$ cat src/rtl/ifs_pkg.sv
// ----------------------------------------------------------------------------
// ifs_pkg
// Shared types and constants of the chaos-game step engine.
// ----------------------------------------------------------------------------
package ifs_pkg;

  localparam int unsigned MaxMaps  = 8;
  localparam int unsigned FracBits = 16;
  localparam int unsigned IdxW     = $clog2(MaxMaps);
  localparam int unsigned PtW      = 20;
  localparam int unsigned PxW      = 16;
  localparam int unsigned ProbW    = 17;
  localparam int unsigned SumW     = ProbW + IdxW;

  localparam logic signed [PtW-1:0] PtMax = {1'b0, {(PtW-1){1'b1}}};
  localparam logic signed [PtW-1:0] PtMin = {1'b1, {(PtW-1){1'b0}}};

  typedef enum logic [1:0] {
    KIND_LOAD    = 2'd0,
    KIND_STEP    = 2'd1,
    KIND_RESTART = 2'd2
  } kind_e;

  typedef enum logic [2:0] {
    REG_MODE  = 3'd0,
    REG_COUNT = 3'd1,
    REG_VX    = 3'd2,
    REG_VY    = 3'd3,
    REG_VW    = 3'd4,
    REG_VH    = 3'd5
  } reg_e;

  // classified command from front to back
  typedef struct packed {
    logic            restart;
    logic            hit;
    logic [IdxW-1:0] pick;
  } cmd_t;

  function automatic logic signed [PtW-1:0] sat_pt(input logic signed [47:0] v);
    if (v > 48'(PtMax)) return PtMax;
    if (v < 48'(PtMin)) return PtMin;
    return v[PtW-1:0];
  endfunction

  function automatic logic signed [PxW-1:0] sat_px(input logic signed [40:0] v);
    if (v > 41'sd32767) return 16'sh7fff;
    if (v < -41'sd32768) return 16'sh8000;
    return v[PxW-1:0];
  endfunction

endpackage

$ cat src/rtl/ifs_front.sv
// ----------------------------------------------------------------------------
// ifs_front
// Accepts items, loads map tables, scans cumulative weights of step items
// one map per cycle and queues classified commands for the back end.
// ----------------------------------------------------------------------------
module ifs_front (
  input  logic                          clk_i,
  input  logic                          rst_ni,
  input  logic                          push_i,
  output logic                          full_o,
  input  logic [1:0]                    kind_i,
  input  logic [2:0]                    map_index_i,
  input  logic signed [19:0]            coef_a_i,
  input  logic signed [19:0]            coef_b_i,
  input  logic signed [19:0]            coef_c_i,
  input  logic signed [19:0]            coef_d_i,
  input  logic signed [19:0]            coef_e_i,
  input  logic signed [19:0]            coef_f_i,
  input  logic [16:0]                   probability_i,
  input  logic [15:0]                   random_sample_i,
  input  logic [3:0]                    map_count_i,
  output logic                          cmd_valid_o,
  output ifs_pkg::cmd_t                 cmd_o,
  input  logic                          cmd_pop_i,
  input  logic [ifs_pkg::IdxW-1:0]      coef_addr_i,
  output logic signed [6*ifs_pkg::PtW-1:0] coef_rdata_o
);
  import ifs_pkg::*;

  typedef enum logic [1:0] {
    ST_IDLE = 2'b01,
    ST_SCAN = 2'b10
  } state_e;

  localparam int unsigned QDepth = 2;

  logic [6*PtW-1:0] coef_mem [MaxMaps];
  logic [ProbW-1:0] prob_q [MaxMaps];

  state_e            state_q, state_d;
  logic [15:0]       sample_q;
  logic [SumW-1:0]   sum_q, sum_d;
  logic [IdxW:0]     idx_q, idx_d;
  logic [IdxW:0]     limit_q;
  logic [IdxW:0]     limit_d;

  cmd_t              fifo_q [QDepth];
  logic              wr_q, rd_q;
  logic [1:0]        cnt_q;
  logic              q_push;
  cmd_t              q_in;
  logic              q_full;
  logic              accept;
  logic [SumW-1:0]   sum_next;

  assign q_full = (cnt_q == 2'(QDepth));
  // a load waits until queued steps have read their coefficients
  assign full_o = (state_q != ST_IDLE) || q_full || (kind_i == KIND_LOAD && cnt_q != 0);
  assign accept = push_i && !full_o;
  assign limit_d = (map_count_i > 4'(MaxMaps)) ? (IdxW+1)'(MaxMaps) : map_count_i[IdxW:0];
  assign sum_next = sum_q + SumW'(prob_q[idx_q[IdxW-1:0]]);

  always_ff @(posedge clk_i) begin
    if (accept && kind_i == KIND_LOAD) begin
      coef_mem[map_index_i] <= {coef_f_i, coef_e_i, coef_d_i, coef_c_i, coef_b_i, coef_a_i};
      prob_q[map_index_i]   <= probability_i;
    end
    coef_rdata_o <= coef_mem[coef_addr_i];
  end

  always_comb begin
    state_d = state_q;
    sum_d   = sum_q;
    idx_d   = idx_q;
    q_push  = 1'b0;
    q_in    = '0;
    case (state_q)
      ST_IDLE: begin
        if (accept && kind_i == KIND_STEP) begin
          state_d = ST_SCAN;
          sum_d   = '0;
          idx_d   = '0;
        end else if (accept && kind_i == KIND_RESTART) begin
          q_push       = 1'b1;
          q_in.restart = 1'b1;
        end
      end
      ST_SCAN: begin
        if (idx_q >= limit_q) begin
          q_push  = 1'b1;
          state_d = ST_IDLE;
        end else if (32'(sample_q) <= 32'(sum_next)) begin
          q_push  = 1'b1;
          q_in.hit  = 1'b1;
          q_in.pick = idx_q[IdxW-1:0];
          state_d = ST_IDLE;
        end else begin
          sum_d = sum_next;
          idx_d = idx_q + 1'b1;
        end
      end
      default: state_d = ST_IDLE;
    endcase
  end

  always_ff @(posedge clk_i or negedge rst_ni) begin
    if (!rst_ni) begin
      state_q <= ST_IDLE;
      wr_q    <= 1'b0;
      rd_q    <= 1'b0;
      cnt_q   <= '0;
    end else begin
      state_q <= state_d;
      if (q_push) begin
        wr_q <= ~wr_q;
      end
      if (cmd_pop_i && cnt_q != 0) begin
        rd_q <= ~rd_q;
      end
      cnt_q <= cnt_q + 2'(q_push) - 2'(cmd_pop_i && cnt_q != 0);
    end
  end

  always_ff @(posedge clk_i) begin
    if (accept && kind_i == KIND_STEP) begin
      sample_q <= random_sample_i;
      limit_q  <= limit_d;
    end
    sum_q <= sum_d;
    idx_q <= idx_d;
    if (q_push) begin
      fifo_q[wr_q] <= q_in;
    end
  end

  assign cmd_valid_o = (cnt_q != 0);
  assign cmd_o       = fifo_q[rd_q];

endmodule

$ cat config.mk
export PLATFORM = sky130hd
export DESIGN_NAME = ifs_front
export DESIGN_NICKNAME = d
export VERILOG_FILES = /design/src/rtl/ifs_pkg.sv /design/src/rtl/ifs_front.sv
export SDC_FILE = /design/constraint.sdc
export NUM_CORES = 1
export LEC_CHECK = 0
export ABC_AREA = 1
export BUFFER_PORTS_ARGS = -buffer_cell sky130_fd_sc_hd__clkbuf_2
export CAP_MARGIN = 20
export CORE_MARGIN = 10
export CORE_UTILIZATION = 40
export DETAILED_ROUTE_END_ITERATION = 10
export PLACE_DENSITY = 0.54
export REMOVE_ABC_BUFFERS = 1
export SKIP_CTS_REPAIR_TIMING = 1
export SYNTH_ARGS = -nofsm -noshare
export SYNTH_HDL_FRONTEND = slang
export SYNTH_SLANG_ARGS = --single-unit
$ cat constraint.sdc
create_clock -name clk_i -period 34.6 [get_ports clk_i]
set_clock_uncertainty 0.05 [all_clocks]
set_input_delay 1.73 -clock clk_i [delete_from_list [all_inputs] [get_ports clk_i]]
set_output_delay 1.73 -clock clk_i [all_outputs]
set_load 0.02 [all_outputs]
==> metrics.cfg <==
[clocking]
numCtsBuffers=138
htreeDepth=4
root_buffer=clkbuf_16
clock_sinks=1279
clk_pin_slew_worst_paths_ps=60
clock_path_buffers=3
clk_latency_ps=760
cts_tree=built

[detailed_routing]
drt_iter0_markers=2078
wl_mm=116
drc_errors=0
vias_per_cell=5.13
wl_per_cell_um=20.5
vias=29100
detail-route-antenna-nets=0
first_pass_iters=5

[grt]
grt_max_degree=216
antenna_found_initial=22
grt_pass1_wl_mm=176
grt_usage_pct=16.8
grt_pass1_vias=28600
grt-ovfl-total=0

[floorplanning]
core_um2=120000
start_util_pct=40.3
num_io_pins=296
dieArea_um2=135000
die_y_um=367
rows=127
die_w_um=367

[sta]
finalCritPeriodShare_pct=16.6
whs_ps=420
finalMaxSlewViolations=0
fmax_ghz=0.175
fin_crit_ps=5730
finalSetupViolCount=0
finalSetupTns_ps=0
worst_slack_ps=28870
maxSlewHeadroom_pct=26.9
tightest_slew_ps=1100
rsz0062_at_grt=no
hold_viol_final=0

[layout]
fin_cells=5670
fin_util_pct=46.7
syn2layout_area_growth_pct=16.0
final_area_um2=56000
final_cell_mix=edfxtp_1, nor2_1, o21ai_0
final_nets=4152
drive_gt1_share_pct=14.2
mostFrequentLayoutCell=edfxtp_1

[power]
p_sw_mw=1.11
swShare_pct=28.2
power_frac_clock_pct=36.8
internal_power_mw=2.84
power_density_nw_per_um2=70.6
p_total_mw=3.95
vdd_drop_max_uv=52.8
leakagePower_nw=19.2
combPwrFrac_pct=18.4
p_seq_share_pct=44.8

[worst_setup_path]
max_stage_delay_ps=670
worstPathMaxFanout=69
critPathTopFamily=buffers and inverters
required_ps=35220
critPathSlowestCell=inv_1
cp_num_buf_inv=6
crit_path_end_kind=flip-flop
cp-start-kind=flip-flop
path_class=reg -> reg
worst-endpoint-arrival_ps=6350

[synth]
ys_warn_count=0
syn_area_um2=48300
synthDistinctLibCells=44
async_reset_ff_share_pct=0.469
syn_area_per_cell_um2=13.1
synth_top_area_cell=edfxtp_1
synthFlopType=edfxtp_1
synth_edf_count=1150
synth_top_area_share_pct=71.5
syn-instance-count=3679
synth_area_leaders=edfxtp_1, nor2_1, o21ai_0, dfxtp_1, a31oi_1
yosys_register_bits=1279
ys_seq_area_share_pct=77.0

[hold_path]
hold_path_class=reg -> reg

[job]
cap_violations=0

[place]
dpl_cell_area_um2=51400
io_buffer_count=295
placedCellCount=5411
routabilityCongestion=0.822
dp.final_hpwl_mm=60.3
place_ws_ps=28670

[outcome]
status=finished clean

==> path summary, 6_finish.rpt <==
path	start	endpoint	slack (ps)	depth (start not counted)
max in group asynchronous	rst_ni	state_q[0]	33500	1
worst max register to register	flip-flop	cnt_q[1]	28870	31
worst max-delay path	flip-flop	cnt_q[1]	28870	31
worst min register to register	wr_q	wr_q	420	2
min in group asynchronous	rst_ni	rd_q	760	1
worst min-delay path	wr_q	wr_q	420	2
==> flip-flops by register name (all words and copies together), names as in the netlist, 4 cells and up, named ones only <==
name	flops
coef_rdata_o	120
idx_q	4
sample_q	16
fifo_q	10
sum_q	20
coef_mem	960
prob_q	136
limit_q	4
==> cell usage after synthesis (6+ instances only) <==
cell type,instances
inv_1,65
a31oi_1,140
nand2_2,9
ha_1,42
o21ai_0,551
nand3_1,15
buf_2,10
xor2_1,11
dfxtp_1,123
clkbuf_1,179
o22ai_1,138
edfxtp_1,1150
a21oi_1,25
xnor2_1,7
nor2_1,1007
nand3_2,6
nand2_1,122
inv_2,8
buf_1,24
nor3_1,8
==> metal layers <==
metal	track usage (%)	routed length, µm
met4	5.19	2400
met3	4.22	6740
met1	21.9	51600
met2	27.5	55100
met5	0	237
==> worst reg2reg max path: cells and delay by family, from the launching register on <==
kind | cells | cell delay, ps
AOI/OAI and AO/OA | 4 | 700
xor gates and xnor gates | 2 | 230
adders and majority gates | 5 | 1300
buffers and inverters | 6 | 1750
DFF | 1 | 310
and+or+nand+nor | 14 | 1310
==> kinds of logic (layout without fill, tap and decap cells) <==
family,Yosys count,in the layout,share of synthesized area (%)
AO/OA/AOI/OAI,867,867,9.76
other,0,5,0
adder cells (fa/ha/maj),43,43,1.13
flip-flops,1279,1279,77.0
AND/OR/NAND/NOR,1183,1183,9.54
XOR/XNOR,18,18,0.327
buffers and inverters,289,663,2.28
==> area by class of cell <==
type	instances	area, µm²
Fill cell	10700	63800
Clock buffer	208	4000
Clock inverter	45	566
Inverter	76	310
Antenna cell	5	12.5
Timing Repair Buffer	334	1880
Tap cell	1612	2020
Multi-Input combinational cell	2111	10100
Sequential cell	1279	37100
==> power by group through the flow <==
| stage | registers (mW) | logic (mW) | clock network (mW) |
|---|---|---|---|
| 2_1_floorplan | 1.82 | 0.496 | 0 |
| 3_3_place_gp | 1.80 | 0.722 | 0 |
| 3_5_place_dp | 1.80 | 0.732 | 0 |
| 4_1_cts | 1.77 | 0.733 | 1.49 |
| 5_1_grt | 1.77 | 0.835 | 1.55 |
| 6_report | 1.77 | 0.727 | 1.46 |
No activity file was read; power rests on OpenSTA's default activity.
